==> src/hdl/lc1d_pkg.sv <==
// Package with the shared types and constants of the convolution filter.
`default_nettype none

package lc1d_pkg;

   // Fixed field widths.
   localparam int DATA_W     = 32;
   localparam int TIDX_W     = 4;
   localparam int KLEN_W     = 5;
   localparam int CSR_ADDR_W = 3;
   localparam int CSR_DATA_W = 32;
   localparam int CSR_IDX_W  = CSR_ADDR_W - 2;

   // Request kinds.
   localparam logic REQ_LOAD   = 1'b0;
   localparam logic REQ_SAMPLE = 1'b1;

   // Register index of the kernel length.
   localparam logic [CSR_IDX_W-1:0] CSR_KERNEL_LEN = '0;

   // Sequencer states.
   typedef enum logic [1:0] {
      ST_RUN,
      ST_TAIL,
      ST_CLEAR
   } lc_state_type;

   // Per-cell control from the sequencer.
   typedef struct packed {
      logic shift;
      logic clear;
      logic load;
      logic tap_on;
   } cell_ctrl_type;

   // Token that travels beside the data through the pipeline.
   typedef struct packed {
      logic valid;
      logic last;
   } pipe_tok_type;

   // One result beat.
   typedef struct packed {
      logic [DATA_W-1:0] result_value;
      logic              last_result;
   } rsp_beat_type;

endpackage

`default_nettype wire

==> src/hdl/lc1d_sum_tree.sv <==
// Registered adder tree that sums the tap products, with a register at each level.
`default_nettype none

module lc1d_sum_tree #(
   parameter int NUM_IN = 16
) (
   input  logic                         clock,
   input  logic                         reset,
   input  logic [lc1d_pkg::DATA_W-1:0]  prod_in [NUM_IN],
   input  lc1d_pkg::pipe_tok_type       tok_in,
   output logic [lc1d_pkg::DATA_W-1:0]  sum_out,
   output lc1d_pkg::pipe_tok_type       tok_out
);
   import lc1d_pkg::*;

   localparam int LEVELS = (NUM_IN > 1) ? $clog2(NUM_IN) : 0;
   localparam int WIDTH  = 2 ** LEVELS;

   logic [DATA_W-1:0] node [LEVELS+1][WIDTH];
   pipe_tok_type      tok  [LEVELS+1];

   // Leaves: the products, padded with zeros up to a power of two.
   for (genvar i = 0; i < WIDTH; i++) begin : g_leaf
      if (i < NUM_IN) begin : g_used
         assign node[0][i] = prod_in[i];
      end else begin : g_pad
         assign node[0][i] = '0;
      end
   end

   assign tok[0] = tok_in;

   // Each level adds pairs and registers the sums; sums wrap at 32 bits.
   for (genvar l = 0; l < LEVELS; l++) begin : g_level
      for (genvar i = 0; i < WIDTH; i++) begin : g_node
         if (i < (WIDTH >> (l + 1))) begin : g_add
            always_ff @(posedge clock) begin
               node[l+1][i] <= node[l][2*i] + node[l][2*i+1];
            end
         end else begin : g_idle
            assign node[l+1][i] = '0;
         end
      end

      always_ff @(posedge clock) begin
         if (reset) begin
            tok[l+1] <= '0;
         end else begin
            tok[l+1] <= tok[l];
         end
      end
   end

   assign sum_out = node[LEVELS][0];
   assign tok_out = tok[LEVELS];

endmodule

`default_nettype wire

==> config.mk <==
export PLATFORM = sky130hd
export DESIGN_NAME = lc1d_sum_tree
export DESIGN_NICKNAME = d
export VERILOG_FILES = /design/src/hdl/lc1d_pkg.sv /design/src/hdl/lc1d_sum_tree.sv
export SDC_FILE = /design/constraint.sdc
export NUM_CORES = 1
export LEC_CHECK = 0
export BUFFER_PORTS_ARGS = -buffer_cell sky130_fd_sc_hd__buf_2
export CAP_MARGIN = 25
export CORE_MARGIN = 1
export CORE_UTILIZATION = 52
export DETAILED_ROUTE_END_ITERATION = 7
export HOLD_SLACK_MARGIN = 0.05
export PLACE_DENSITY = 0.78
export SYNTH_ARGS = -nofsm -noshare
export SYNTH_HDL_FRONTEND = slang
export SYNTH_SLANG_ARGS = --single-unit
==> constraint.sdc <==
create_clock -name clock -period 3.4 [get_ports clock]
set_input_delay 0.68 -clock clock [delete_from_list [all_inputs] [get_ports clock]]
set_output_delay 0.68 -clock clock [all_outputs]
set_load 0.005 [all_outputs]
Word level (Yosys, flattened, before mapping)
Index checks and enable logic that the tools add are counted.

storage, ports and cells
  flip-flop bits (word level) = 488
  bits of input ports = 516

operators by class
  add/sub/neg operators = 15

operator list
  kind          count
  adder 32 bit  15

Depth between registers and ports, before layout
Gate-level depths: netlist (run 1).

  word-level depth = 1
  gate-level depth with buffers = 11

Worst setup path before layout (run 1)
OpenSTA, ideal clock, no wires.

  path type = input port to flip-flop
  start point = in prod_in[384] in the netlist's numbering
  end point = reg node[2014] in the netlist's numbering
  setup time = 72 ps
  data arrival time = 3438 ps
  slack = -110 ps
  stages on the path = 11
  cells stage by stage = ha_1 > fa_1 > a211o_1 > a2111oi_4 > o31ai_1 > o41ai_4 > o21ba_2 > o21ai_1 > a221o_1 > a221oi_2 > xnor2_1

between the ends
  longest elaborated chain between the ends = 1

RTL lines
  element                          line                 text
  from (decl)                      lc1d_sum_tree.sv:9   input logic [lc1d_pkg::DATA_W-1:0] prod_in [NUM_IN],
  adder 32 bit                     lc1d_sum_tree.sv:38  node[l+1][i] <= node[l][2*i] + node[l][2*i+1];
  to (signal, indexed assignment)  lc1d_sum_tree.sv:38
  to (decl)                        lc1d_sum_tree.sv:19  logic [DATA_W-1:0] node [LEVELS+1][WIDTH];

No other way between the ends.
A chain may end at the register's enable or synchronous reset.

Worst setup path after layout (run 1)
Ends and elaborated chain as after synthesis.

==> metrics, run 1 <==
FF-to-FF setup slack=190 ps; Final Max Slew Viols=0; CP Launch Point=prod_in[384]; IO Port Bufs=549; maximum capacitance violations=0; row cnt=91; RSZ-0062 raised after global routing=false; Pwr per Cell Area=859.6 nW/um^2; RD Place Congestion=0.9727; detailed placement HPWL=72,460 um; layout cells sized above 1=18.26%; core area=61,940 um^2; worst slew pin tran=694.1 ps; min-delay src=prod_in[480]; Yosys cell types=82; sinks on the clock net=488; Comb power frac=55.0%; clock network power share=17.9%; fillers=5,458; syn nets=4,687; Reg-to-Reg End=node[1530]; area share of the leading cell type in the synthesized netlist=29.81%; combinational family with the most area after synthesis=compound AO/OA/AOI/OAI gates; largest net degree at the start of global routing=16; Compound-Gate Fraction of Synth Area=25.39%; Cell Chain, Critical Path=buf_2, ha_1, fa_1, a211o_1, a2111oi_4, o31ai_2, o41ai_4, o21ba_2, o21ai_1, a221o_1, a221oi_2, xnor2_1; drc violations=0; CTS Hold Bufs=0; layout net count=5,323; vias after detailed routing=29,670; Synth warnings=0; total power=33.43 mW; initial antenna violation count=2; WHS=305.5 ps; via/cell ratio=5.697; Fin. Hold Viols=0; Post-synth top cells=488 x dfxtp_1, 465 x ha_1, 380 x a21oi_1; Worst Hold End=node[2016]; Max Buffers Root-to-Sink=3; Final Skew=25.63 ps; Rel. slew slack=52.53%; clk slew on worst S/H paths=60 ps; critical path class=in -> reg; fin crit share=95.63%; vias in the first global route=27,550; Die ar.=64,030 um^2; P&R area growth vs syn=18.68%; FF+latch count, synth=488; Routed WL per cell=16.98 um; Mapped Cells=3,691; Crit. End Element=flop; switching part of the total power=40.62%; Setup WS pre-CTS=-428.4 ps; total CTS buffers=53; r2r worst-path depth=11; Routed Antenna Nets=0; drt first pass iters=7; Die Wd=253.0 um; Worst Path Required=3930 ps; root buf cell=clkbuf_16; Core Util, Final=62.79%; worst setup margin=148.7 ps; post-synthesis simple-gate area fraction=12.38%; hold depth=2; largest cells by area after synthesis=dfxtp_1 30%, ha_1 18%, xnor2_1 7.4%; DRT iter0 DRCs=2,123; status=finished clean; most frequent cell after synthesis=dfxtp_1; min cycle time layout=3251 ps; Routed WL=88,420 um; Starting Density=52.91%; CP top delay family=compound AO/OA/AOI/OAI gates; post-synthesis mux area share=0.03054%; die span in y=253.0 um; post-synth design cell area=32,770 um^2; GRT Overall Usage=26.76%; # setup viols final=0; Worst Path Arrival=3780 ps; Synth async-reset ratio=0%; Max FO, Critical Path=3; P_int=19.85 mW; Crit path largest cell delay=400 ps; IO Count=550; first-pass GRT wire length=139,000 um; slowest CP cell=fa_1; Max VDD drop=0.4620 mV; adder-cell share of the synthesized area=18.67%; Yosys top cell by area=dfxtp_1; Min-Delay Path Class=in -> reg; CTS tree=built; Post-synth EDFFs=0; Primary FF master, synth=dfxtp_1; total gr overflow=0; CP Launch Type=primary input; latest clock arrival within the worst-skew pair=600 ps; FF-to-FF Start=node[1984]; Seq/Total Area, Yosys=29.81%; Reg power frac=27.2%; NetSw=13.58 mW; fmax=307.6 MHz; WP buf/inv=1; H-tree depth=2; Avg Inst Size Synth=8.879 um^2; Lkg Pwr=18.55 nW; Post-Synth XOR/XNOR Area=11.39%
==> worst register-to-register path, stage by stage (launching register included) <==
cell      delay (ps)
dfxtp_1          300
ha_1             230
fa_1             430
a211oi_1         360
o21ai_1          160
o211a_1          170
o2111a_1         310
or2_1            320
a31o_2           270
a21o_1           200
a21oi_1          220
xnor2_1          170
==> worst max path at each step <==
stage                 end  slack [ps]  cells past startpoint
5_1_grt        node[1437]          20                     10
2_1_floorplan  node[2014]         -40                     11
4_1_cts        node[1436]          70                     11
3_3_place_gp   node[2014]        -350                     12
6_report       node[2014]         150                     12
3_5_place_dp   node[2014]        -430                     12
==> logic make-up (layout without fill, tap and decap cells) <==
| kind of cell | after synthesis | in the layout |
|---|---|---|
| AO/OA/AOI/OAI | 1282 | 1282 |
| XOR/XNOR | 426 | 426 |
| adder cells (fa/ha/maj) | 480 | 480 |
| buffers and inverters | 170 | 849 |
| flip-flops | 488 | 488 |
| multiplexers | 1 | 1 |
| other | 0 | 1 |
| AND/OR/NAND/NOR | 844 | 844 |
==> repair_timing <==
action / CTS / global route
endpoints found under the setup margin: 0 / 9
resized for setup: 0 / 6
buffers inserted: 0 / 0
==> metrics by stage <==
| step | TNS [ps] | instance area [um^2] | std cells |
|---|---|---|---|
| 2_1_floorplan | -42.10 | 32780 | 3691 |
| 3_3_place_gp | -1395 | 37010 | 5109 |
| 3_5_place_dp | -1941 | 37010 | 5109 |
| 4_1_cts | 0 | 38860 | 5207 |
| 5_1_grt | 0 | 38890 | 5208 |
| 6_report | 0 | 38890 | 5208 |
==> metal layers <==
| metal | routed length (um) | up-vias | track usage (%) |
|---|---|---|---|
| met5 | 0 | - | 0 |
| met4 | 2453 | 0 | 8.485 |
| met3 | 5685 | 155 | 4.030 |
| met2 | 40090 | 938 | 43.23 |
| met1 | 40200 | 13640 | 36.46 |
| li1 | - | 14940 | - |
==> power by group through the flow <==
stage | logic [mW] | registers, mW | clock network (mW)
6_report | 18.4 | 9.08 | 5.98
5_1_grt | 20.4 | 9.27 | 6.35
4_1_cts | 18.2 | 9.11 | 6.11
3_5_place_dp | 18.0 | 9.20 | 0
3_3_place_gp | 17.7 | 9.20 | 0
2_1_floorplan | 13.8 | 8.68 | 0
==> layout by cell type, fill, tap and decap left out, types with 58 or more instances in the layout <==
cell,synthesis,routed
nand3_1,84,84
o21ai_0,180,180
buf_2,0,549
nor2_1,232,232
a21oi_1,380,380
ha_1,465,465
buf_4,34,118
xnor2_1,277,277
inv_1,84,84
xor2_1,149,149
nand2_1,221,221
a211oi_1,61,58
dfxtp_1,488,488
a21o_1,239,239
==> layout make-up <==
type | instances | area [um^2] | area share [%]
Antenna cell | 1 | 2.502 | 0.006434
Clock buffer | 71 | 1546 | 3.976
Clock inverter | 27 | 306.5 | 0.7882
Inverter | 84 | 315.3 | 0.8107
Multi-Input combinational cell | 3033 | 22270 | 57.26
Sequential cell | 488 | 9769 | 25.12
Tap cell | 837 | 1047 | 2.693
Timing Repair Buffer | 667 | 3633 | 9.342
==> sequential cells by signal, indices dropped and copies added (netlist names) <==
signal,flops
tok,6
tok_out,2
node,448
sum_out,32
Power figures use the tool's default switching activity.
==> inputs of run 2 (changes only) <==
- CORE_UTILIZATION: 52 -> 55
- clock period: 3.4 -> 3.66 ns (I/O delays scaled with it)
==> run 2 against run 1 <==
Net effect: non-clock buffer count fell by 66; core utilization rose by 2.3 points; final area fell by 1.5%; combinational power fell by 9%; via count fell by 1.3%; critical path depth fell by 1; highest routed layer unchanged.
==> metrics, run 2 (synthesis gave the netlist of run 1 again) <==
Die ar.=60,570 um^2; status=finished clean; Fin. Hold Viols=0; Worst Path Arrival=3900 ps; Pwr per Cell Area=806.5 nW/um^2; H-tree depth=2; first-pass GRT wire length=136,200 um; total gr overflow=0; sinks on the clock net=488; post-CTS resize count=0; row cnt=89; critical path class=reg -> reg; most flop-heavy register=node; GRT Overall Usage=27.62%; # setup viols final=0; Final Max Slew Viols=0; layout cells sized above 1=16.81%; most frequent cells in the layout=549 x buf_2, 488 x dfxtp_1, 465 x ha_1; largest net degree at the start of global routing=15; Min-Delay Path Class=in -> reg; via/cell ratio=5.770; commonest non-fill, non-tap cell in the layout=buf_2; CTS Hold Bufs=0; Routed WL per cell=17.08 um; fillers=5,085; CTS tree=built; Max Buffers Root-to-Sink=3; diode count=0; Starting Density=55.63%; Final Skew=13.38 ps; total power=30.91 mW; root buf cell=clkbuf_16; die span in y=246.1 um; area post-placement=36,430 um^2; Largest register FFs=448; drt first pass iters=5; clk slew on worst S/H paths=60 ps; Worst Path Required=4130 ps; maximum capacitance violations=0; min cycle time layout=3424 ps; P&R area growth vs syn=16.95%; Routed WL=86,630 um; fin crit share=93.54%; DRT iter0 DRCs=1,826; latest clock arrival within the worst-skew pair=590 ps; RSZ-0062 raised after global routing=false; Setup Buffers After CTS=0; drc violations=0; layout net count=5,255; Crit. End Element=flop; worst setup margin=236.4 ps; fmax=292.1 MHz; detailed placement HPWL=70,940 um; RD Place Congestion=0.9738; hold depth=2; total CTS buffers=51; worst slew pin tran=849.7 ps; Max VDD drop=0.6224 mV; core area=58,910 um^2; Die Wd=246.1 um; placed cells=4,979; IO Count=550; vias in the first global route=27,030; Rel. slew slack=42.87%; vias after detailed routing=29,270; Max FO, Critical Path=3; Setup WS pre-CTS=-252.7 ps; IO Port Bufs=549; initial antenna violation count=1; Routed Antenna Nets=0; Design Area, Final=38,330 um^2; final cell count without fillers=5,073; CP Launch Type=flop; Lkg Pwr=18.24 nW; r2r worst-path depth=11
==> run 2: cell count changes in the layout (fill, tap and decap cells not counted), moves of 2 or more <==
cell | before | now
bufinv_16 | 5 | 11
a211oi_1 | 58 | 61
clkbuf_16 | 55 | 52
buf_4 | 118 | 52
clkinv_4 | 8 | 5
a211oi_2 | 4 | 1
clkbuf_8 | 11 | 9
inv_6 | 3 | 1
==> run 2: power breakdown <==
group          switching [mW]  total [mW]  internal, mW
registers               0.927        8.45          7.52
clock network            2.18        5.75          3.57
logic                    9.29        16.7          7.42
total                    12.4        30.9          18.5
==> run 2: worst paths after layout <==
check | to | startpoint | slack [ps]
worst max-delay path | node[1436] | node[1792] | 240
worst min-delay path | node[2016] | prod_in[480] | 370
worst max register to register | node[1436] | node[1792] | 240
worst min register to register | node[960] | node[1440] | 440
==> run 2: cell type report <==
| cell class | instances | area, um^2 | share of cell area [%] |
|---|---|---|---|
| clock buffers | 65 | 1440 | 3.758 |
| clock inverters | 29 | 459.2 | 1.198 |
| inverters | 84 | 315.3 | 0.8227 |
| multi-input cells | 3033 | 22240 | 58.02 |
| flip-flops and latches | 488 | 9769 | 25.49 |
| well taps | 773 | 967.2 | 2.524 |
| repair buffers | 601 | 3138 | 8.188 |
==> run 2: through the flow <==
stage          hold WS (ps)  TNS, ps  util (%)
5_1_grt               352.1        0     65.06
6_report              370.9        0     65.06
2_1_floorplan         413.8        0         -
4_1_cts               335.5        0     65.06
3_3_place_gp          418.2   -409.0     61.84
3_5_place_dp          433.0   -807.7     61.84
==> run 2: metal layers <==
metal  global-route usage (%)  vias up  part of all wire (%)  routed length [um]
met5                        0        -                     0                   0
met4                    6.467        0                   1.9                1678
met3                    3.192      107                   5.6                4834
met2                    45.24      872                    45               39270
met1                    38.52    13510                    47               40850
li1                         -    14780                     -                   -
==> run 2: worst max-delay path: stages (launching register included) <==
cell and delay (ps):
dfxtp_1 300, ha_1 230, fa_1 440, a211oi_1 320, o21a_1 230, o2bb2ai_1 130
a221o_1 380, a41oi_1 340, nor2_1 150, or2_1 290, nor4b_1 150, or3_1 340
