`config.mk`:
```
export PLATFORM = sky130hd
export DESIGN_NAME = lc1d_rsp_fifo_flat
export DESIGN_NICKNAME = d
export VERILOG_FILES = /design/src/hdl/lc1d_pkg.sv /design/src/hdl/lc1d_if.sv /design/src/hdl/lc1d_rsp_fifo.sv /design/src/flat_wrapper.sv
export SDC_FILE = /design/constraint.sdc
export NUM_CORES = 1
export LEC_CHECK = 0
export BUFFER_PORTS_ARGS = -buffer_cell sky130_fd_sc_hd__buf_2
export CELL_PAD_IN_SITES_DETAIL_PLACEMENT = 0
export CELL_PAD_IN_SITES_GLOBAL_PLACEMENT = 1
export CORE_ASPECT_RATIO = 1.2
export CORE_UTILIZATION = 30
export DETAILED_ROUTE_END_ITERATION = 8
export PLACE_DENSITY_LB_ADDON = 0.1
export SLEW_MARGIN = 20
export SYNTH_ARGS = -nofsm -noshare
export SYNTH_HDL_FRONTEND = slang
export SYNTH_SLANG_ARGS = --single-unit
```
`constraint.sdc`:
```
create_clock -name clock -period 5.28 [get_ports clock]
set_input_delay 0.792 -clock clock [delete_from_list [all_inputs] [get_ports clock]]
set_output_delay 0.792 -clock clock [all_outputs]
set_load 0.05 [all_outputs]
```
`src/hdl/lc1d_pkg.sv`:
```
// Package with the shared types and constants of the convolution filter.
`default_nettype none

package lc1d_pkg;

   // Fixed field widths.
   localparam int DATA_W     = 32;
   localparam int TIDX_W     = 4;
   localparam int KLEN_W     = 5;
   localparam int CSR_ADDR_W = 3;
   localparam int CSR_DATA_W = 32;
   localparam int CSR_IDX_W  = CSR_ADDR_W - 2;

   // Request kinds.
   localparam logic REQ_LOAD   = 1'b0;
   localparam logic REQ_SAMPLE = 1'b1;

   // Register index of the kernel length.
   localparam logic [CSR_IDX_W-1:0] CSR_KERNEL_LEN = '0;

   // Sequencer states.
   typedef enum logic [1:0] {
      ST_RUN,
      ST_TAIL,
      ST_CLEAR
   } lc_state_type;

   // Per-cell control from the sequencer.
   typedef struct packed {
      logic shift;
      logic clear;
      logic load;
      logic tap_on;
   } cell_ctrl_type;

   // Token that travels beside the data through the pipeline.
   typedef struct packed {
      logic valid;
      logic last;
   } pipe_tok_type;

   // One result beat.
   typedef struct packed {
      logic [DATA_W-1:0] result_value;
      logic              last_result;
   } rsp_beat_type;

endpackage

`default_nettype wire

```
`src/hdl/lc1d_if.sv`:
```
// Request and result channel interfaces of the convolution filter.
`default_nettype none


interface lc1d_rsp_if;
   import lc1d_pkg::*;

   logic                     valid;
   logic                     ready;
   logic signed [DATA_W-1:0] result_value;
   logic                     last_result;

   modport source (
      output valid, result_value, last_result,
      input  ready
   );

   modport sink (
      input  valid, result_value, last_result,
      output ready
   );
endinterface

`default_nettype wire

```
`src/hdl/lc1d_rsp_fifo.sv`:
```
// Result buffer with a registered output stage that drives the result channel.
`default_nettype none

module lc1d_rsp_fifo #(
   parameter int DEPTH = 8
) (
   input  logic                   clock,
   input  logic                   reset,
   input  logic                   wr_en,
   input  lc1d_pkg::rsp_beat_type wr_data,
   lc1d_rsp_if.source             rsp
);
   import lc1d_pkg::*;

   localparam int PTR_W = (DEPTH > 1) ? $clog2(DEPTH) : 1;
   localparam int CNT_W = $clog2(DEPTH + 1);

   rsp_beat_type     mem [DEPTH];
   logic [PTR_W-1:0] wr_ptr_ff, wr_ptr_in;
   logic [PTR_W-1:0] rd_ptr_ff, rd_ptr_in;
   logic [CNT_W-1:0] count_ff, count_in;
   logic             out_valid_ff;
   rsp_beat_type     out_data_ff;
   logic             mem_empty;
   logic             load_out;
   logic             mem_wr;
   logic             mem_rd;

   // The output stage refills whenever it is empty or its beat is taken.
   assign mem_empty = (count_ff == '0);
   assign load_out  = !out_valid_ff || rsp.ready;
   assign mem_rd    = load_out && !mem_empty;
   assign mem_wr    = wr_en && !(load_out && mem_empty);

   // Pointer and fill count updates.
   always_comb begin
      wr_ptr_in = wr_ptr_ff;
      rd_ptr_in = rd_ptr_ff;
      if (mem_wr) begin
         wr_ptr_in = (wr_ptr_ff == PTR_W'(DEPTH - 1)) ? '0 : wr_ptr_ff + 1'b1;
      end
      if (mem_rd) begin
         rd_ptr_in = (rd_ptr_ff == PTR_W'(DEPTH - 1)) ? '0 : rd_ptr_ff + 1'b1;
      end
      count_in = count_ff + CNT_W'(mem_wr) - CNT_W'(mem_rd);
   end

   always_ff @(posedge clock) begin
      if (reset) begin
         wr_ptr_ff <= '0;
         rd_ptr_ff <= '0;
         count_ff  <= '0;
      end else begin
         wr_ptr_ff <= wr_ptr_in;
         rd_ptr_ff <= rd_ptr_in;
         count_ff  <= count_in;
      end
   end

   // Storage write.
   always_ff @(posedge clock) begin
      if (mem_wr) begin
         mem[wr_ptr_ff] <= wr_data;
      end
   end

   // Output register: oldest stored beat first, else the incoming beat directly.
   always_ff @(posedge clock) begin
      if (load_out) begin
         out_data_ff <= mem_empty ? wr_data : mem[rd_ptr_ff];
      end
   end

   always_ff @(posedge clock) begin
      if (reset) begin
         out_valid_ff <= 1'b0;
      end else if (load_out) begin
         out_valid_ff <= !mem_empty || wr_en;
      end
   end

   assign rsp.valid        = out_valid_ff;
   assign rsp.result_value = out_data_ff.result_value;
   assign rsp.last_result  = out_data_ff.last_result;

endmodule

`default_nettype wire

```
`src/flat_wrapper.sv`:
```
// flat-port wrapper written by rule: the top's interface ports become plain ports
module lc1d_rsp_fifo_flat import lc1d_pkg::*;
#(
   parameter int DEPTH = 8
)
  (clock, reset, wr_en, wr_data, rsp_valid, rsp_result_value, rsp_last_result, rsp_ready);
  lc1d_rsp_if rsp_i ();
  input  logic clock;
  input  logic reset;
  input  logic wr_en;
  input  lc1d_pkg::rsp_beat_type wr_data;
  output wire logic [$bits(rsp_i.valid)-1:0] rsp_valid;
  output wire logic [$bits(rsp_i.result_value)-1:0] rsp_result_value;
  output wire logic [$bits(rsp_i.last_result)-1:0] rsp_last_result;
  input wire logic [$bits(rsp_i.ready)-1:0] rsp_ready;
  assign rsp_valid = rsp_i.valid;
  assign rsp_result_value = rsp_i.result_value;
  assign rsp_last_result = rsp_i.last_result;
  assign rsp_i.ready = rsp_ready;
  lc1d_rsp_fifo #(.DEPTH(DEPTH)) u_core (.clock(clock), .reset(reset), .wr_en(wr_en), .wr_data(wr_data), .rsp(rsp_i));
endmodule
```
* After elaboration in Yosys (flattened, before gate mapping)
Memories as Yosys holds them, arrays and structs flattened. A register that Yosys moved wholly into a read port is not among the register bits.
Index checks and enable logic that the tools add are counted.
** Storage, ports and cells
- Register bits after elaboration :: 44
- Bits in latches :: 0
- Bits in writable memories :: 264
- ROM bits :: 0
- Memories :: 1
** Cells by class
- Add/subtract/negate cells :: 4
- $mul :: 0
- Div/mod/pow operators :: 0
- Order comparisons :: 0
- Eq/ne operators :: 2
- Shift operators :: 0
- Multiplexer cells :: 7
- Bitwise gates (word level) :: 0
- Reduce and logical (&&, ||, !) cells :: 9
** Memories
- u_core.mem :: words 8, bits a word 33, read ports 1, clocked after memory_dff 1, write ports 1, line lc1d_rsp_fifo.sv:18 : rsp_beat_type mem [DEPTH];
** Operator list (count)
- two-way mux 33 bit :: 1
- two-way mux 3 bit :: 4
- adder 3 x 1 -> 3 bit, second input constant :: 2
- == test 3 bit, second input constant :: 2
- adder 4 x 1 -> 4 bit :: 1
- logical NOT 4 bit :: 1
- subtractor 4 x 1 -> 4 bit :: 1
- logical AND 1 bit :: 3
- logical NOT 1 bit :: 3
- logical OR 1 bit :: 2
- two-way mux 1 bit :: 2

* Longest topological paths before layout
Gate-level depths: netlist (run 1).
- Depth after elaboration :: 7
- Depth in mapped cells :: 11
- Depth with buffers taken out :: 11

* Least setup slack after synthesis (run 1)
OpenSTA, ideal clock, no wires.
- Path type :: input to register
- Start point :: in rsp_ready
- End point :: mem u_core.mem[0][0] (netlist name), enable pin
- Setup time :: 506 ps
- Data arrival time :: 4410 ps
- Setup slack :: 364 ps
- Stages :: 4
- Cell sequence :: nor2b_1 > clkbuf_1 > o21ai_4 > nor4_1
** On the way
- Cells in the longest elaborated chain, start to end :: 6
** RTL lines
- start, declared :: line flat_wrapper.sv:15 : input wire logic [$bits(rsp_i.ready)-1:0] rsp_ready;
- logical OR 1 bit :: line lc1d_rsp_fifo.sv:31 : assign load_out = !out_valid_ff || rsp.ready;
- logical AND 1 bit :: line lc1d_rsp_fifo.sv:33 : assign mem_wr = wr_en && !(load_out && mem_empty);
- logical NOT 1 bit :: line lc1d_rsp_fifo.sv:33
- logical AND 1 bit :: line lc1d_rsp_fifo.sv:33
- two-way mux 1 bit :: line lc1d_rsp_fifo.sv:62 : if (mem_wr) begin
- two-way mux 1 bit (not written as such) :: line lc1d_rsp_fifo.sv:63 : mem[wr_ptr_ff] <= wr_data;
- end, declared :: line lc1d_rsp_fifo.sv:18
Every way passes these cells.

* Worst setup path in the final report (run 1)
- Start point :: reg u_core.count_ff[2]
- End point :: mem u_core.mem[6][20] (netlist name), enable pin
** On the way
- Cells in the longest elaborated chain, start to end :: 6
** RTL lines
- start, declared :: line lc1d_rsp_fifo.sv:21 : logic [CNT_W-1:0] count_ff, count_in;
- start signal, assigned :: line lc1d_rsp_fifo.sv:56 : count_ff <= count_in;
- logical NOT 4 bit :: line lc1d_rsp_fifo.sv:30 : assign mem_empty = (count_ff == '0);
- logical AND 1 bit :: line lc1d_rsp_fifo.sv:33
- logical NOT 1 bit :: line lc1d_rsp_fifo.sv:33
- logical AND 1 bit :: line lc1d_rsp_fifo.sv:33
- named net u_core.mem_wr :: line lc1d_rsp_fifo.sv:26 : logic mem_wr;
- two-way mux 1 bit :: line lc1d_rsp_fifo.sv:62
- two-way mux 1 bit (not written as such) :: line lc1d_rsp_fifo.sv:63
The timed path passes the listed nets, and every way through them passes these cells.

==> results.sh, run 1 <==
export IMPL_status="finished, final reports clean"
export IMPL_cts_htree_levels=2
export IMPL_synth_warnings=0
export IMPL_grt_pass1_vias=6938
export IMPL_worstPathArrival_ps=2990
export IMPL_cts_resized=0
export IMPL_start_util_pct=30.4
export IMPL_synth_cell_types=31
export IMPL_nets=853
export IMPL_die_x_um=185
export IMPL_dp_slack_ps=2050
export IMPL_firstDrtPassIters=6
export IMPL_r2r_slack_ps=2490
export IMPL_antenna_left=0
export IMPL_fill_cells=3731
export IMPL_drc=0
export IMPL_final_common_cell="edfxtp_1"
export IMPL_worst_setup_path_start_kind="flip-flop"
export IMPL_clk_pin_slew_worst_paths_ps=60
export IMPL_viasPerCell=4.62
export IMPL_fin_skew_ps=12.7
export IMPL_final_area_mm2=0.0142
export IMPL_worstPathRequired_ps=5480
export IMPL_num_rows=80
export IMPL_io_buffer_count=70
export IMPL_antenna_found_initial=0
export IMPL_overflow=0
export IMPL_finalMaxSlewViolations=0
export IMPL_insertion_delay_ps=510
export IMPL_hold_class="reg -> reg"
export IMPL_max_stage_delay_ps=550
export IMPL_reg2reg_depth=9
export IMPL_vias=6297
export IMPL_crit_type="reg -> reg"
export IMPL_dr_first_iter_drc_count=426
export IMPL_wl_um=27400
export IMPL_syn_area_mm2=0.0121
export IMPL_synth_seq_area_share_pct=76.2
export IMPL_worstPathMaxFanout=35
export IMPL_grt_setup_unrepaired="no"
export IMPL_avgSynthCellArea_um2=16.8
export IMPL_grt_usage_pct=13.8
export IMPL_hold_viol=0
export IMPL_power_leakage_nw=4.89
export IMPL_setup_violations=0
export IMPL_wl_per_cell_um=20.1
export IMPL_core_mm2=0.0397
export IMPL_num_io_pins=71
export IMPL_insertedDiodeCount=0
export IMPL_tightest_slew_ps=1050
export IMPL_max_cap_violations=0
export IMPL_place_area_mm2=0.0132
export IMPL_cts_hold_buf=0
export IMPL_power_density_mw_per_mm2=536
export IMPL_vdd_drop_max_uv=311
export IMPL_cts_tree="built"
export IMPL_layout_common_cells="edfxtp_1, mux2i_1, nand2_1, buf_2, a22oi_1"
export IMPL_cp_cell_sequence="inv_1 > ha_1 > or3b_1 > buf_4 > o21ai_4 > inv_2 > nand2_2 > nor2_4 > buf_16"
export IMPL_hold_start="u_core.rd_ptr_ff[2]"
export IMPL_cts_buffers=34
export IMPL_critPathLaunch="u_core.count_ff[2]"
export IMPL_grt_max_degree=57
export IMPL_clock_sinks=311
export IMPL_syn_to_final_growth_pct=18.0
export IMPL_slew_limit_headroom_pct=29.8
export IMPL_holdPathStages=2
export IMPL_setup_tns_ps=0
export IMPL_critPathSlowestCell="nor2_4"
export IMPL_r2r_end="u_core.mem[6][20]"
export IMPL_fmax_ghz=0.358
export IMPL_dpl_hpwl_um=15000
export IMPL_grt_first_pass_wirelength_um=42000
export IMPL_root_buffer="clkbuf_16"
export IMPL_cts_setup_buffers=0
export IMPL_layout_drive_gt1_share_pct=18.6
export IMPL_die_area_mm2=0.0411
export IMPL_die_h_um=222
export IMPL_syn_nets=765
export IMPL_syn_instance_count=718
export IMPL_rr_startpoint="u_core.count_ff[2]"
export IMPL_cts_max_path_buffers=3
export IMPL_period_share_pct=52.9
export IMPL_period_minus_slack_ps=2790
export IMPL_gp_congestion=0.703
export IMPL_hold_end="u_core.rd_ptr_ff[2]"
export IMPL_ys_ff_latch=311
export IMPL_fin_ws_ps=2490
export IMPL_cp_end_kind="flip-flop"
-- registers in the layout, indices dropped and copies added (netlist names), named ones only --
register and count:
u_core.rsp.valid 1, u_core.count_ff 4, u_core.rsp.result_value 32, u_core.mem 264, u_core.rsp.last_result 1, u_core.rd_ptr_ff 3
u_core.wr_ptr_ff 3
-- metrics by stage --
step | hold slack [ps] | power [mW] | std cells | util [%]
2_1_floorplan | 486 | 4.89 | 718 | -
3_3_place_gp | 517 | 5.48 | 1299 | 33.0
3_5_place_dp | 529 | 5.51 | 1301 | 33.1
4_1_cts | 537 | 7.78 | 1360 | 35.7
5_1_grt | 554 | 8.05 | 1362 | 35.9
6_report | 539 | 7.64 | 1362 | 35.9
-- cell families after synthesis --
logic type | count (synthesis) | share of synthesized area, %
DFF | 311 | 76.2
and+or+nand+nor | 135 | 4.96
muxes | 132 | 10.9
AOI/OAI and AO/OA | 81 | 4.84
buffers and inverters | 47 | 1.86
adders and majority gates | 10 | 1.10
xor gates and xnor gates | 2 | 0.145
-- per-layer routing --
| layer | global-route usage (%) | wire length (um) |
|---|---|---|
| met1 | 17.4 | 11600 |
| met5 | 0 | 0 |
| met2 | 23.8 | 13900 |
| met4 | 4.61 | 613 |
| met3 | 2.40 | 1190 |
-- layout make-up --
class	count	area (um2)	area share, %
Clock inverter	18	106	0.746
Sequential cell	311	9200	64.6
Inverter	8	30.0	0.211
Tap cell	533	667	4.68
Clock buffer	41	941	6.60
Timing Repair Buffer	91	586	4.11
Multi-Input combinational cell	360	2720	19.1
-- power breakdown --
group	internal [mW]	switching, mW	total (mW)
logic	0.699	1.46	2.16
clock network	1.31	0.918	2.23
registers	3.07	0.175	3.25
total	5.09	2.55	7.64
-- critical path, delay by kind of cell (launching register included) --
kind | cells | cell delay [ps]
compound gates | 1 | 200
fa+ha+maj | 1 | 210
buf+inv | 4 | 900
flops | 1 | 300
simple gates | 3 | 850
-- worst max-delay path by stage --
| stage | endpoint | cells past startpoint |
|---|---|---|
| after floorplan | u_core.mem[0][0] | 4 |
| after detailed placement | u_core.mem[7][14] | 6 |
| final | u_core.mem[6][20] | 9 |
| after global placement | u_core.mem[5][16] | 6 |
| after global routing | u_core.mem[6][15] | 9 |
| after CTS | u_core.mem[7][4] | 8 |
-- synthesized netlist by cell type --
| library cell | instances | area, um2 |
|---|---|---|
| buf_6 | 1 | 11.3 |
| inv_2 | 1 | 3.75 |
| edfxtp_1 | 297 | 8920 |
| or3b_1 | 1 | 8.76 |
| dfxtp_1 | 14 | 280 |
| buf_2 | 6 | 30.0 |
| nor4_1 | 1 | 6.26 |
| nor3b_2 | 1 | 12.5 |
| buf_1 | 1 | 3.75 |
| a22oi_1 | 66 | 495 |
| ha_1 | 9 | 113 |
| o21ai_4 | 1 | 16.3 |
| and2_1 | 1 | 6.26 |
| nor2_1 | 9 | 33.8 |
| nand3b_1 | 1 | 7.51 |
| nand2_2 | 1 | 6.26 |
| nand2_1 | 74 | 278 |
| inv_1 | 7 | 26.3 |
| a21o_1 | 1 | 7.51 |
| buf_4 | 9 | 67.6 |
| o21ai_0 | 3 | 15.0 |
| xnor2_1 | 2 | 17.5 |
| or3_1 | 1 | 6.26 |
| clkbuf_1 | 22 | 82.6 |
| a21oi_1 | 10 | 50.1 |
| nor2b_1 | 5 | 31.3 |
| fa_1 | 1 | 20.0 |
| nor3_1 | 5 | 25.0 |
| nand2b_1 | 2 | 12.5 |
| nand3_1 | 33 | 165 |
| mux2i_1 | 132 | 1320 |
No activity file was read; power rests on OpenSTA's default activity.
==> run 2, diff against run 1 <==
Settings changed: ABC_AREA set to 1.
Clock period 5.28 ns to 2.64 ns, I/O delays scaled along.
==> run 2 against run 1 <==
Effect of this change:
- global-route usage increased by 1.9 points
- power up 130%
- combinational power grew to 2.8 times the previous value
- the run now ends with design-rule violations left
- via count rose by 33%
- critical endpoint is now u_core.mem[2][14]
==> results.sh, run 2 <==
export IMPL_status="complete, but fails checks"
export IMPL_violations="design-rule violations"
export IMPL_synth_top_area_share_pct=67.6
export IMPL_power_density_mw_per_mm2=1120
export IMPL_cts_tree="built"
export IMPL_num_io_pins=71
export IMPL_hold_viol=0
export IMPL_r2r_slack_ps=520
export IMPL_yosysMostFrequentCell="nand2_1"
export IMPL_synth_seq_area_share_pct=69.7
export IMPL_cts_htree_levels=2
export IMPL_vias=8392
export IMPL_cts_max_path_buffers=3
export IMPL_synth_common_cells="nand2_1, edfxtp_1, inv_1, nand3_1, nor2_1"
export IMPL_start_util_pct=30.6
export IMPL_grt_pass1_vias=8623
export IMPL_period_share_pct=80.3
export IMPL_layout_drive_gt1_share_pct=12.0
export IMPL_fin_skew_ps=15.4
export IMPL_insertion_delay_ps=530
export IMPL_die_h_um=232
export IMPL_cts_hold_buf=0
export IMPL_max_flop_register="u_core.mem"
export IMPL_die_x_um=193
export IMPL_wl_um=34400
export IMPL_clock_sinks=311
export IMPL_insertedDiodeCount=0
export IMPL_grt_usage_pct=15.8
export IMPL_avgSynthCellArea_um2=10.6
export IMPL_die_area_mm2=0.0448
export IMPL_worstPathRequired_ps=2850
export IMPL_gp_congestion=0.711
export IMPL_fmax_ghz=0.472
export IMPL_max_stage_delay_ps=420
export IMPL_worstPathArrival_ps=2330
export IMPL_vdd_drop_max_uv=534
export IMPL_cts_resized=0
export IMPL_synth_edf_count=297
export IMPL_viasPerCell=4.41
export IMPL_period_minus_slack_ps=2120
export IMPL_slew_limit_headroom_pct=40.6
export IMPL_max_cap_violations=0
export IMPL_cp_end_kind="flip-flop"
export IMPL_firstDrtPassIters=6
export IMPL_critPathSlowestCell="or2_2"
export IMPL_worst_setup_path_start_kind="flip-flop"
export IMPL_antenna_left=0
export IMPL_overflow=0
export IMPL_largest_reg_flops=264
export IMPL_cts_buffers=36
export IMPL_final_common_cell="nand2_1"
export IMPL_ys_ff_latch=311
export IMPL_drc=4
export IMPL_core_mm2=0.0431
export IMPL_root_buffer="clkbuf_16"
export IMPL_yosys_area_top_type="edfxtp_1"
export IMPL_cts_setup_buffers=0
export IMPL_tightest_slew_ps=886
export IMPL_power_leakage_nw=6.57
export IMPL_dr_first_iter_drc_count=494
export IMPL_finalMaxSlewViolations=0
export IMPL_antenna_found_initial=1
export IMPL_synth_warnings=0
export IMPL_nets=1375
export IMPL_num_rows=83
export IMPL_crit_type="reg -> reg"
export IMPL_holdWs_ps=144
export IMPL_wl_per_cell_um=18.1
export IMPL_setup_violations=0
export IMPL_hold_class="in -> reg"
export IMPL_worstPathMaxFanout=27
export IMPL_cpLargestDelayFamily="simple AND/OR/NAND/NOR gates"
export IMPL_grt_setup_unrepaired="no"
export IMPL_cp_cell_sequence="inv_1 > ha_1 > nand3_1 > nand2_1 > or2_2 > nor2_4 > buf_12"
export IMPL_synthArstFlopShare_pct=0
export IMPL_synth_cell_types=20
export IMPL_syn_to_final_growth_pct=16.8
export IMPL_setup_tns_ps=0
export IMPL_grt_max_degree=79
export IMPL_crit_buf_inv=2
export IMPL_syn_nets=1292
export IMPL_synth_ff_type="edfxtp_1"
export IMPL_io_buffer_count=70
export IMPL_dpl_hpwl_um=19300
export IMPL_clk_pin_slew_worst_paths_ps=60
export IMPL_syn_area_mm2=0.0132
export IMPL_grt_first_pass_wirelength_um=53300
export IMPL_layout_common_cells="nand2_1, edfxtp_1, inv_1, nand3_1, buf_2"
export IMPL_syn_instance_count=1245
export IMPL_synthTopCellsByArea="edfxtp_1, nand2_1, nand3_1, inv_1, dfxtp_1"
==> run 2: path summary, 6_finish.rpt <==
| check | start | to | depth (start not counted) |
|---|---|---|---|
| setup / recovery | u_core.count_ff[2] | u_core.mem[2][14] | 7 |
| hold / removal | reset | u_core.count_ff[1] | 2 |
| hold reg to reg | u_core.rd_ptr_ff[1] | u_core.rd_ptr_ff[1] | 2 |
| setup reg to reg | u_core.count_ff[2] | u_core.mem[2][14] | 7 |
==> run 2: power by group <==
group | internal [mW] | total (mW) | switching, mW | leakage [nW]
Clock | 2.64 | 4.64 | 2.00 | 0.519
Sequential | 6.30 | 6.52 | 0.221 | 2.85
Combinational | 1.65 | 6.14 | 4.49 | 3.20
==> run 2: cell type report <==
class / count / area [um2]
fillers: 4334 / 27700
flip-flops and latches: 311 / 9210
multi-input cells: 661 / 2920
clock buffers: 41 / 941
inverters: 217 / 817
repair buffers: 101 / 721
well taps: 552 / 691
clock inverters: 20 / 124
==> run 2: through the flow <==
step	cells	utilization, %	cell area, um2	worst slack, ps	power, mW
after floorplan	1245	-	13300	24.6	10.9
after global placement	1842	33.3	14400	428	13.0
after detailed placement	1842	33.3	14400	421	13.0
after CTS	1903	35.8	15400	483	17.7
after global routing	1903	35.8	15400	343	18.4
final	1903	35.8	15400	520	17.3
==> run 2: logic make-up (layout without fill, tap and decap cells) <==
| logic type | count (synthesis) | count (layout) | share of synthesized area (%) |
|---|---|---|---|
| adders and majority gates | 10 | 10 | 1.00 |
| xor gates and xnor gates | 1 | 1 | 0.0664 |
| AOI/OAI and AO/OA | 7 | 7 | 0.265 |
| buffers and inverters | 273 | 379 | 8.75 |
| DFF | 311 | 311 | 69.7 |
| and+or+nand+nor | 643 | 643 | 20.2 |
==> run 2: layer usage <==
layer  vias to the layer above  routed length [um]  track usage [%]
met4                         2                 850             4.80
met5                         -                  11                0
met2                       111               16900             28.0
met1                      4053               15500             19.7
li1                       4182                   -                -
met3                        44                1080             2.44
