===== src/hdl/lc1d_pkg.sv =====
// Package with the shared types and constants of the convolution filter.
`default_nettype none

package lc1d_pkg;

   // Fixed field widths.
   localparam int DATA_W     = 32;
   localparam int TIDX_W     = 4;
   localparam int KLEN_W     = 5;
   localparam int CSR_ADDR_W = 3;
   localparam int CSR_DATA_W = 32;
   localparam int CSR_IDX_W  = CSR_ADDR_W - 2;

   // Request kinds.
   localparam logic REQ_LOAD   = 1'b0;
   localparam logic REQ_SAMPLE = 1'b1;

   // Register index of the kernel length.
   localparam logic [CSR_IDX_W-1:0] CSR_KERNEL_LEN = '0;

   // Sequencer states.
   typedef enum logic [1:0] {
      ST_RUN,
      ST_TAIL,
      ST_CLEAR
   } lc_state_type;

   // Per-cell control from the sequencer.
   typedef struct packed {
      logic shift;
      logic clear;
      logic load;
      logic tap_on;
   } cell_ctrl_type;

   // Token that travels beside the data through the pipeline.
   typedef struct packed {
      logic valid;
      logic last;
   } pipe_tok_type;

   // One result beat.
   typedef struct packed {
      logic [DATA_W-1:0] result_value;
      logic              last_result;
   } rsp_beat_type;

endpackage

`default_nettype wire


===== src/hdl/lc1d_cell.sv =====
// One filter cell: a history sample, its coefficient and a registered product.
`default_nettype none

module lc1d_cell (
   input  logic                          clock,
   input  logic                          reset,
   input  lc1d_pkg::cell_ctrl_type       ctrl,
   input  logic [lc1d_pkg::DATA_W-1:0]   sample_in,
   input  logic [lc1d_pkg::DATA_W-1:0]   coeff_in,
   output logic [lc1d_pkg::DATA_W-1:0]   sample_out,
   output logic [lc1d_pkg::DATA_W-1:0]   product_out
);
   import lc1d_pkg::*;

   logic [DATA_W-1:0]   sample_ff;
   logic [DATA_W-1:0]   coeff_ff;
   logic [DATA_W-1:0]   product_ff;
   logic [2*DATA_W-1:0] full_product;

   // Sample slot of the delay line; it shifts toward the next cell.
   always_ff @(posedge clock) begin
      if (reset) begin
         sample_ff <= '0;
      end else if (ctrl.clear) begin
         sample_ff <= '0;
      end else if (ctrl.shift) begin
         sample_ff <= sample_in;
      end
   end

   // Coefficient of this tap, written by a load beat.
   always_ff @(posedge clock) begin
      if (ctrl.load) begin
         coeff_ff <= coeff_in;
      end
   end

   // The low half of the product is the same for signed and unsigned operands.
   assign full_product = coeff_ff * sample_ff;

   // Taps past the kernel length contribute nothing.
   always_ff @(posedge clock) begin
      product_ff <= ctrl.tap_on ? full_product[DATA_W-1:0] : '0;
   end

   assign sample_out  = sample_ff;
   assign product_out = product_ff;

endmodule

`default_nettype wire


===== config.mk =====
export PLATFORM = sky130hd
export DESIGN_NAME = lc1d_cell
export DESIGN_NICKNAME = d
export VERILOG_FILES = /design/src/hdl/lc1d_pkg.sv /design/src/hdl/lc1d_cell.sv
export SDC_FILE = /design/constraint.sdc
export NUM_CORES = 1
export LEC_CHECK = 0
export BUFFER_PORTS_ARGS = -buffer_cell sky130_fd_sc_hd__buf_2
export CORE_MARGIN = 3
export CORE_UTILIZATION = 50
export DETAILED_ROUTE_END_ITERATION = 8
export PLACE_DENSITY = 0.76
export SETUP_SLACK_MARGIN = 0.3
export SYNTH_ARGS = -nofsm -noshare
export SYNTH_HDL_FRONTEND = slang
export SYNTH_SLANG_ARGS = --single-unit

===== constraint.sdc =====
create_clock -name clock -period 7.29 [get_ports clock]
set_input_delay 0 -clock clock [delete_from_list [all_inputs] [get_ports clock]]
set_output_delay 0 -clock clock [all_outputs]
set_load 0.1 [all_outputs]

Word level (Yosys, flattened, before mapping)
Index checks and enable logic that the tools add are counted.

Bits of input ports: 70. Register bits after elaboration: 96. Output and inout bits: 64. Word-level logic and storage cells: 5.

Reduce and logical (&&, ||, !) cells: 1. Multipliers: 1.

Operators by type and width (number): $mul A32 B32 Y32 (1); $reduce_or A2 Y1 (1).

Logic depth before layout (Yosys ltp)
Gate-level depths: netlist of run 1.

Depth in word-level cells: 1. Mapped depth: 25. Depth with buffers taken out: 24.

Least setup slack after synthesis of run 1
OpenSTA, ideal clock, no wires.

Kind: reg2reg. Start: register sample_ff[5] (netlist: sample_out[5]). End: register product_ff[28] (netlist: product_out[28]). Stages on the path, launching flop included: 25. Data required time: 7228 ps. Data arrival time: 7498 ps. Library setup time: 62 ps. Setup slack: -270 ps. Clock period less this slack: 7560 ps. Path buffers: 2. Path through: dfxtp_1 > clkbuf_1 > clkbuf_1 > and2_1 > fa_1 > fa_1 > fa_1 > inv_1 > fa_1 > inv_1 > fa_1 > inv_1 > fa_1 > inv_1 > fa_1 > fa_1 > ha_1 > inv_1 > o21bai_1 > a21o_1 > a211oi_2 > o31ai_1 > a311o_1 > a2111o_1 > nand3_1.

Word-level cells in the longest chain between the ends: 1.

Ends and longest elaborated chain: start: declaration (RTL line lc1d_cell.sv:15) `logic [DATA_W-1:0] sample_ff;`; start signal: assignment (RTL line lc1d_cell.sv:27) `sample_ff <= sample_in;`; $mul A32 B32 Y32 (RTL line lc1d_cell.sv:39) `assign full_product = coeff_ff * sample_ff;`; end signal: assignment (RTL line lc1d_cell.sv:43) `product_ff <= ctrl.tap_on ? full_product[DATA_W-1:0] : '0;`; end: declaration (RTL line lc1d_cell.sv:17) `logic [DATA_W-1:0] product_ff;`.

Every way passes these cells. A chain may end at the register's enable or synchronous reset.

Worst setup path in the final report of run 1
Start: register coeff_ff[13]. End: register product_ff[28] (netlist: product_out[28]).

Word-level cells in the longest chain between the ends: 1.

Ends and longest elaborated chain: start: declaration (RTL line lc1d_cell.sv:16) `logic [DATA_W-1:0] coeff_ff;`; start signal: assignment (RTL line lc1d_cell.sv:34) `coeff_ff <= coeff_in;`; $mul A32 B32 Y32 (RTL line lc1d_cell.sv:39).

Every way passes these cells.

==> impl_results.html, run 1 <==
<table>
<tr><th>Metric</th><th>Value</th></tr>
<tr><th colspan="2">Run status</th></tr>
<tr><td>Run status</td><td>completed</td></tr>
<tr><th colspan="2">STA</th></tr>
<tr><td>Fin. Hold Viols</td><td>0</td></tr>
<tr><td>Minimum setup slack in the final design</td><td>around 0.34 ns</td></tr>
<tr><td>Max Slew Vio Count</td><td>0</td></tr>
<tr><td>Post-layout minimum cycle time</td><td>6.95 ns</td></tr>
<tr><td>Setup Viol. Count Final</td><td>0</td></tr>
<tr><td>Post-route clock skew</td><td>approximately 0.020 ns</td></tr>
<tr><td>Setup TNS Final</td><td>0 ns</td></tr>
<tr><td>Worst Max-Slew Pin Slew</td><td>0.981 ns</td></tr>
<tr><td>Highest Clock Rate</td><td>0.144 GHz</td></tr>
<tr><td>Relative slew margins</td><td>34.6%</td></tr>
<tr><td>Unrepaired setup endpoints after global routing</td><td>yes</td></tr>
<tr><td>Final period util</td><td>a little over nine tenths</td></tr>
<tr><th colspan="2">Clock network</th></tr>
<tr><td>Root buffer cell</td><td>clkbuf_16</td></tr>
<tr><td>Worst-skew pair later-pin latency</td><td>0.39 ns</td></tr>
<tr><td>Number of buffers on the longest clock path</td><td>2</td></tr>
<tr><td>Clock tree from TritonCTS</td><td>built</td></tr>
<tr><td>Clock Sink Count</td><td>96</td></tr>
<tr><td>Number of buffers created by CTS</td><td>9</td></tr>
<tr><td>H-tree Lvls</td><td>3</td></tr>
<tr><td>Clock-pin slew on the worst setup and hold paths</td><td>about 0.090 ns</td></tr>
<tr><th colspan="2">Placed design</th></tr>
<tr><td>DP Worst Slack</td><td>0.149 ns</td></tr>
<tr><td>Global placer's final weighted congestion</td><td>0.953</td></tr>
<tr><td>Number of buffers added on ports</td><td>133</td></tr>
<tr><td>Post-DP HPWL</td><td>41200 µm</td></tr>
<tr><td>Post-place instance area</td><td>a little over 20000 µm²</td></tr>
<tr><th colspan="2">Yosys</th></tr>
<tr><td>Number of enable flip-flop cells after synthesis</td><td>32</td></tr>
<tr><td>Number of distinct library cells after synthesis</td><td>51</td></tr>
<tr><td>Post-Synthesis Cells</td><td>1923</td></tr>
<tr><td>Number of nets in the synthesized netlist</td><td>2524</td></tr>
<tr><td>Share of synthesized area occupied by flip-flops and latches</td><td>12.0%</td></tr>
<tr><td>YS warnings</td><td>0</td></tr>
<tr><td>Proportion of register bits with asynchronous set or reset after synthesis</td><td>0%</td></tr>
<tr><td>Count of state elements after synthesis</td><td>96</td></tr>
<tr><td>Synthesized area divided by synthesized cell count</td><td>a little under 10 µm²</td></tr>
<tr><td>Area of the mapped netlist</td><td>18700 µm²</td></tr>
<tr><td>Most used flip-flop cell after synthesis</td><td>dfxtp_1</td></tr>
<tr><th colspan="2">Global route</th></tr>
<tr><td>Sum of overflow across all layers after global routing</td><td>0</td></tr>
<tr><td>Wire length of the first global-routing pass</td><td>80000 µm</td></tr>
<tr><td>Pin count of the biggest net entering global routing</td><td>33</td></tr>
<tr><td>Vias in the first global route</td><td>approximately 15k</td></tr>
<tr><td>Combined global-route utilization of all metal layers</td><td>26.4%</td></tr>
<tr><td>Antenna violations before repair</td><td>3</td></tr>
<tr><th colspan="2">Power</th></tr>
<tr><td>Net switching component of the power</td><td>~1700 µW</td></tr>
<tr><td>Sequential Power Share</td><td>20.1%</td></tr>
<tr><td>Part of the power in the clock network</td><td>14.1%</td></tr>
<tr><td>Leakage power</td><td>0.0103 µW</td></tr>
<tr><td>Peak supply drop</td><td>0.000222 V</td></tr>
<tr><td>Fraction of power consumed by combinational cells</td><td>65.9%</td></tr>
<tr><td>Net switching share of the total power</td><td>50.5%</td></tr>
<tr><td>Internal Pwr Total</td><td>~1700 µW</td></tr>
<tr><td>Power per Cell Area</td><td>159 nW/µm²</td></tr>
<tr><th colspan="2">Floorplan</th></tr>
<tr><td>Chip width</td><td>199 µm</td></tr>
<tr><td>Row cnt</td><td>70</td></tr>
<tr><td>Count of pins on the block boundary</td><td>134</td></tr>
<tr><td>Floorplan Core Area</td><td>approximately 37000 µm²</td></tr>
<tr><td>Die Y-Extent</td><td>199 µm</td></tr>
<tr><td>Initial standard-cell utilization of the core</td><td>50.9%</td></tr>
<tr><td>Floorplan die area</td><td>39800 µm²</td></tr>
<tr><th colspan="2">Detailed routing</th></tr>
<tr><td>Avg Vias per Cell</td><td>5.34</td></tr>
<tr><td>Detailed-router iteration count before antenna repair</td><td>5</td></tr>
<tr><td>Remaining antenna violation count after routing</td><td>0</td></tr>
<tr><td>DRC marker count from the first detailed-route iteration</td><td>roughly 870</td></tr>
<tr><td>Detailed-route wire length</td><td>51100 µm</td></tr>
<tr><td>Vias after detailed routing</td><td>13.9k</td></tr>
<tr><td>Total DRC errors in the routed layout</td><td>0</td></tr>
<tr><td>Wire length per cell after detailed routing</td><td>19.6 µm</td></tr>
<tr><th colspan="2">Job</th></tr>
<tr><td>Max Cap Viol</td><td>0</td></tr>
<tr><th colspan="2">Setup path</th></tr>
<tr><td>CP most frequent cell</td><td>fa_2</td></tr>
<tr><td>Sum of buffers and inverters on the critical path</td><td>6</td></tr>
<tr><td>Reg2reg setup slack</td><td>0.34 ns</td></tr>
<tr><td>Crit. End Element</td><td>flip-flop</td></tr>
<tr><td>Required @ worst endpoint</td><td>7.63 ns</td></tr>
<tr><td>Crit path arrival time</td><td>between 7 and 8 ns</td></tr>
<tr><td>Largest delay share family, worst path</td><td>adder cells</td></tr>
<tr><td>Maximum cell stage delay along the critical path</td><td>0.58 ns</td></tr>
<tr><td>Slowest cell on the critical path</td><td>fa_2</td></tr>
<tr><td>Ordered cell list for the critical path</td><td>buf_6 -&gt; buf_4 -&gt; and2_1 -&gt; fa_2 -&gt; inv_1 -&gt; fa_2 -&gt; fa_2 -&gt; fa_2 -&gt; inv_1 -&gt; fa_1 -&gt; ha_1 -&gt; fa_1 -&gt; fa_1 -&gt; ha_4 -&gt; buf_4 -&gt; nand2_1 -&gt; a21oi_1 -&gt; o21a_1 -&gt; o211ai_1 -&gt; o31ai_1 -&gt; buf_4 -&gt; a311o_1 -&gt; a2111o_1 -&gt; nand3_1</td></tr>
<tr><td>Critical path startpoint category</td><td>flip-flop</td></tr>
<tr><td>Critical path class</td><td>flip-flop to flip-flop</td></tr>
<tr><td>Maximum net fanout on the critical path</td><td>5</td></tr>
<tr><th colspan="2">Final layout</th></tr>
<tr><td>Synth-to-Final Area Change</td><td>15.6%</td></tr>
<tr><td>Most frequent cells in the layout</td><td>fa_1, and2_1, inv_1, nand2_1, buf_2</td></tr>
<tr><td>Number of inserted filler cells in the final layout</td><td>approximately 3k</td></tr>
<tr><td>Finished Cell Area</td><td>21600 µm²</td></tr>
<tr><td>Ratio of cells with drive above 1 in the final layout</td><td>14.9%</td></tr>
<tr><td>Fin nets</td><td>~2.7k</td></tr>
<tr><td>Most common cell after layout, fill and taps aside</td><td>fa_1</td></tr>
<tr><th colspan="2">Min path</th></tr>
<tr><td>Worst min-delay path category</td><td>input pin to flip-flop</td></tr>
</table>
metrics by stage:
step | std cells | hold WS [ns] | total power [µW] | util (%)
after CTS | 2573 | 0.00405 | 3360 | 57.5
after detailed placement | 2483 | 0.178 | 2820 | 54.7
final | 2603 | 0.0192 | 3450 | 58.8
after floorplan | 1923 | 0.0989 | 2250 | -
after global routing | 2602 | 0.0463 | 3690 | 58.8
after global placement | 2483 | 0.179 | 2770 | 54.7
worst min-delay path: cells and delay by family:
kind,cells,cell delay [ns]
simple gates,1,0.10
mux,1,0.06
buf+inv,1,0.21
per-layer routing:
metal	vias up	routed length [µm]	global-route usage (%)
met4	0	2990	12.8
met5	-	0	0
li1	6113	-	-
met1	7138	19400	32.7
met2	517	25600	45.4
met3	141	3020	4.11
logic make-up after synthesis:
| logic type | after synthesis | share of synthesized area (%) |
|---|---|---|
| AO/OA/AOI/OAI | 89 | 3.34 |
| XOR/XNOR | 76 | 3.63 |
| adder cells (fa/ha/maj) | 531 | 51.9 |
| buffers and inverters | 464 | 9.30 |
| flip-flops | 96 | 12.0 |
| multiplexers | 33 | 1.76 |
| AND/OR/NAND/NOR | 634 | 18.1 |
layout make-up:
class / instances / area (µm²) / area share (%)
Antenna cell: 1 / 2.50 / 0.0116
Clock buffer: 9 / 225 / 1.04
Clock inverter: 7 / 51.3 / 0.237
Inverter: 366 / 1370 / 6.35
Multi-Input combinational cell: 1363 / 15000 / 69.2
Sequential cell: 96 / 2290 / 10.6
Tap cell: 468 / 586 / 2.71
Timing Repair Buffer: 293 / 2140 / 9.90
flip-flops by register name (all words and copies together) (netlist names):
name and cells:
coeff_ff 32, sample_out 32, product_out 32
cell usage after synthesis (3+ instances only):
library cell | n | area [µm²]
buf_1 | 3 | 11.3
a21o_1 | 11 | 82.6
nand2b_1 | 3 | 18.8
fa_1 | 408 | 8170
o311a_1 | 3 | 30.0
o21bai_1 | 5 | 37.5
xnor2_1 | 55 | 482
edfxtp_1 | 32 | 961
nand3_1 | 8 | 40.0
nor2b_1 | 3 | 18.8
inv_1 | 366 | 1370
a31oi_1 | 4 | 25.0
xor2_1 | 20 | 175
o211ai_1 | 6 | 45.0
nor2_1 | 55 | 206
mux2i_1 | 33 | 330
a21oi_1 | 24 | 120
and3_1 | 4 | 25.0
nand4_1 | 3 | 18.8
dfxtp_1 | 64 | 1280
clkbuf_1 | 95 | 357
nor3_1 | 7 | 35.0
o21ai_0 | 14 | 70.1
and2_1 | 372 | 2330
a211oi_1 | 3 | 22.5
nand2_1 | 171 | 642
ha_1 | 123 | 1540
power by group through the flow:
stage	clock network [µW]	logic (µW)	registers (µW)
3_3_place_gp	0	2060	709
4_1_cts	497	2170	697
2_1_floorplan	0	1170	1080
5_1_grt	514	2480	698
3_5_place_dp	0	2110	713
6_report	486	2270	692
final timing paths:
check / startpoint / endpoint / cells after the start
max: coeff_ff[13] / product_out[28] / 24
max reg2reg: coeff_ff[13] / product_out[28] / 24
min: ctrl[0] / product_out[27] / 3
min reg2reg: sample_out[30] / sample_out[30] / 2
timing repair:
action	4_1_cts	5_1_grt
pin swaps	3	51
endpoints found under the setup margin	3	9
endpoints found under the hold margin	66	0
buffers inserted	9	29
hold buffers	65	0
resized for setup	6	64
Note: power is estimated with default switching activity, not from simulation.
==> run 2, diff against run 1 <==
HOLD_SLACK_MARGIN = 0.15   (was not set)
PLACE_DENSITY = 0.73   (was 0.76)
clock period = 9 ns   (was 7.29 ns; I/O delays follow)
==> run 2 against run 1 <==
Net effect:
- via count fell by 4.8%
- global-route usage fell by 0.96 points
- final cell count fell by 3.1%
- clock power is 16% lower
- critical path depth is 2 lower
- largest cell class unchanged
- maximum frequency shrank 9.0%
- sequential share of layout area rose by 0.28 points
- largest power group unchanged
- combinational power down 25%
- worst setup slack gained 1.0 ns
- first-iteration DRC count decreased by 19%
- critical path type unchanged
- total power shrank 21%
- highest routed layer unchanged
- cell area is 4.5% lower
==> impl_results.html, run 2 (synthesis results as in run 1) <==
<table>
<tr><th>Metric</th><th>Value</th></tr>
<tr><th colspan="2">Min path</th></tr>
<tr><td>Worst Hold Launch</td><td>ctrl[1]</td></tr>
<tr><td>Worst min-delay path category</td><td>input pin to flip-flop</td></tr>
<tr><th colspan="2">Power</th></tr>
<tr><td>Fraction of power consumed by combinational cells</td><td>~63%</td></tr>
<tr><td>Net switching share of the total power</td><td>50.7%</td></tr>
<tr><td>Peak supply drop</td><td>0.000170 V</td></tr>
<tr><td>Part of the power in the clock network</td><td>15.1%</td></tr>
<tr><td>Net switching component of the power</td><td>roughly 1400 µW</td></tr>
<tr><td>Leakage power</td><td>0.00985 µW</td></tr>
<tr><td>Sequential Power Share</td><td>roughly 22%</td></tr>
<tr><td>Internal Pwr Total</td><td>1330 µW</td></tr>
<tr><td>Power after layout</td><td>2710 µW</td></tr>
<tr><td>Power per Cell Area</td><td>~130 nW/µm²</td></tr>
<tr><th colspan="2">Setup path</th></tr>
<tr><td>Maximum net fanout on the critical path</td><td>30</td></tr>
<tr><td>Maximum cell stage delay along the critical path</td><td>0.94 ns</td></tr>
<tr><td>Worst Reg2Reg Path Length in Cells</td><td>22</td></tr>
<tr><td>Ordered cell list for the critical path</td><td>and2_1 -&gt; fa_1 -&gt; inv_1 -&gt; fa_1 -&gt; fa_1 -&gt; fa_1 -&gt; inv_1 -&gt; fa_1 -&gt; inv_1 -&gt; fa_1 -&gt; inv_1 -&gt; fa_1 -&gt; fa_1 -&gt; ha_1 -&gt; inv_1 -&gt; o21bai_1 -&gt; a21o_1 -&gt; nor3_1 -&gt; o31ai_1 -&gt; a311o_1 -&gt; a2111o_1 -&gt; nand3_1</td></tr>
<tr><td>Worst flop-to-flop path startpoint</td><td>sample_out[4]</td></tr>
<tr><td>Sum of buffers and inverters on the critical path</td><td>5</td></tr>
<tr><td>Endpoint of the lowest-slack register-to-register path</td><td>product_out[28]</td></tr>
<tr><td>Crit path arrival time</td><td>7.96 ns</td></tr>
<tr><td>CP most frequent cell</td><td>fa_1</td></tr>
<tr><td>Crit path launch</td><td>sample_out[4]</td></tr>
<tr><td>Critical path startpoint category</td><td>flip-flop</td></tr>
<tr><td>Count of cell instances traversed by the critical path</td><td>22</td></tr>
<tr><td>Largest delay share family, worst path</td><td>adder cells</td></tr>
<tr><td>Crit. End Element</td><td>flip-flop</td></tr>
<tr><td>Termination of the worst setup path</td><td>product_out[28]</td></tr>
<tr><td>Slowest cell on the critical path</td><td>dfxtp_1</td></tr>
<tr><td>Required @ worst endpoint</td><td>between 9 and 10 ns</td></tr>
<tr><td>Critical path class</td><td>flip-flop to flip-flop</td></tr>
<tr><td>Reg2reg setup slack</td><td>1.37 ns</td></tr>
<tr><th colspan="2">Floorplan</th></tr>
<tr><td>Chip width</td><td>about 200 µm</td></tr>
<tr><td>Initial standard-cell utilization of the core</td><td>50.9%</td></tr>
<tr><td>Floorplan Core Area</td><td>36800 µm²</td></tr>
<tr><td>Die Y-Extent</td><td>199 µm</td></tr>
<tr><td>Floorplan die area</td><td>39800 µm²</td></tr>
<tr><td>Count of pins on the block boundary</td><td>134</td></tr>
<tr><td>Row cnt</td><td>70</td></tr>
<tr><th colspan="2">Clock network</th></tr>
<tr><td>H-tree Lvls</td><td>3</td></tr>
<tr><td>Worst-skew pair later-pin latency</td><td>0.39 ns</td></tr>
<tr><td>Clock-pin slew on the worst setup and hold paths</td><td>about 0.07 ns</td></tr>
<tr><td>Number of buffers created by CTS</td><td>9</td></tr>
<tr><td>CTS hold repair buffers</td><td>65</td></tr>
<tr><td>Root buffer cell</td><td>clkbuf_16</td></tr>
<tr><td>Clock Sink Count</td><td>96</td></tr>
<tr><td>Clock tree from TritonCTS</td><td>built</td></tr>
<tr><td>Setup Buffers After CTS</td><td>0</td></tr>
<tr><td>Post-cts sizing count</td><td>0</td></tr>
<tr><td>Number of buffers on the longest clock path</td><td>2</td></tr>
<tr><th colspan="2">Global route</th></tr>
<tr><td>Vias in the first global route</td><td>roughly 14k</td></tr>
<tr><td>Wire length of the first global-routing pass</td><td>77200 µm</td></tr>
<tr><td>Antenna violations before repair</td><td>0</td></tr>
<tr><td>Pin count of the biggest net entering global routing</td><td>33</td></tr>
<tr><td>Sum of overflow across all layers after global routing</td><td>0</td></tr>
<tr><td>Combined global-route utilization of all metal layers</td><td>25.4%</td></tr>
<tr><th colspan="2">STA</th></tr>
<tr><td>Max Slew Vio Count</td><td>0</td></tr>
<tr><td>Setup TNS Final</td><td>0 ns</td></tr>
<tr><td>Setup Viol. Count Final</td><td>0</td></tr>
<tr><td>Final period util</td><td>84.8%</td></tr>
<tr><td>Post-layout minimum cycle time</td><td>about 7.6 ns</td></tr>
<tr><td>Relative slew margins</td><td>25.7%</td></tr>
<tr><td>Unrepaired setup endpoints after global routing</td><td>no</td></tr>
<tr><td>Highest Clock Rate</td><td>approximately 0.13 GHz</td></tr>
<tr><td>Post-route clock skew</td><td>0.0139 ns</td></tr>
<tr><td>Worst Max-Slew Pin Slew</td><td>1.11 ns</td></tr>
<tr><td>Fin. Hold Viols</td><td>0</td></tr>
<tr><th colspan="2">Final layout</th></tr>
<tr><td>Synth-to-Final Area Change</td><td>10.5%</td></tr>
<tr><td>Most common cell after layout, fill and taps aside</td><td>fa_1</td></tr>
<tr><td>Most frequent cells in the layout</td><td>fa_1, and2_1, inv_1, nand2_1, buf_2</td></tr>
<tr><td>Final core utilization</td><td>between 50 and 60%</td></tr>
<tr><td>Count of placed standard cells in the final layout, fillers left out</td><td>2523</td></tr>
<tr><td>Fin nets</td><td>2651</td></tr>
<tr><td>Antenna diode count</td><td>0</td></tr>
<tr><td>Ratio of cells with drive above 1 in the final layout</td><td>between 8 and 9%</td></tr>
<tr><th colspan="2">Placed design</th></tr>
<tr><td>Global placer's final weighted congestion</td><td>0.880</td></tr>
<tr><td>Total placed cells including tap cells</td><td>2442</td></tr>
<tr><td>Post-DP HPWL</td><td>38800 µm</td></tr>
<tr><td>Number of buffers added on ports</td><td>between 100 and 150</td></tr>
<tr><th colspan="2">Detailed routing</th></tr>
<tr><td>Wire length per cell after detailed routing</td><td>18.9 µm</td></tr>
<tr><td>Remaining antenna violation count after routing</td><td>0</td></tr>
<tr><td>DRC marker count from the first detailed-route iteration</td><td>703</td></tr>
<tr><td>Avg Vias per Cell</td><td>5.25</td></tr>
<tr><td>Detailed-router iteration count before antenna repair</td><td>5</td></tr>
<tr><td>Vias after detailed routing</td><td>13.2k</td></tr>
<tr><td>Detailed-route wire length</td><td>about 48000 µm</td></tr>
<tr><td>Total DRC errors in the routed layout</td><td>0</td></tr>
<tr><th colspan="2">Job</th></tr>
<tr><td>Max Cap Viol</td><td>0</td></tr>
<tr><th colspan="2">Run status</th></tr>
<tr><td>Run status</td><td>completed</td></tr>
</table>
[run 2: worst min-delay path by stage]
stage / to / slack (ns) / cells past startpoint
2_1_floorplan: coeff_ff[0] / 0.1 / 0
5_1_grt: coeff_ff[2] / 0.30 / 1
6_report: coeff_ff[1] / 0.28 / 1
3_3_place_gp: coeff_ff[19] / 0.18 / 1
4_1_cts: coeff_ff[1] / 0.25 / 1
3_5_place_dp: coeff_ff[19] / 0.18 / 1
[run 2: per-layer routing]
metal  vias up  wire length, µm  track usage, %
li1       5939                -               -
met1      6858            19900            33.5
met2       362            23200            41.5
met3        86             2300            4.08
met4         0             2370            11.8
met5         -                0               0
[run 2: area by class of cell]
cell class	count	area, µm²
Clock inverter	5	35.0
Tap cell	468	586
Fill cell	3174	16100
Timing Repair Buffer	214	1440
Clock buffer	11	275
Sequential cell	96	2240
Multi-Input combinational cell	1363	14700
Inverter	366	1370
[run 2: power by group through the flow]
stage	clock, µW	combinational, µW	sequential [µW]
2_1_floorplan	0	951	874
3_3_place_gp	0	1670	594
3_5_place_dp	0	1700	596
4_1_cts	420	1730	587
5_1_grt	433	1880	596
6_report	408	1710	587
[run 2: per-stage QoR]
stage          hold WS, ns  setup slack, ns  area, µm²
6_report             0.279             1.37      20700
5_1_grt              0.296            0.976      20700
2_1_floorplan       0.0989             1.44      18700
3_3_place_gp         0.176             1.46      19700
3_5_place_dp         0.178             1.39      19700
4_1_cts              0.254             1.38      20700
[run 2: worst reg2reg max path, delay by kind of cell, from the launching register on]
kind	cells	cell delay, ns
compound gates	5	1.45
fa+ha+maj	9	4.22
buf+inv	5	0.35
flops	1	0.94
simple gates	3	0.62
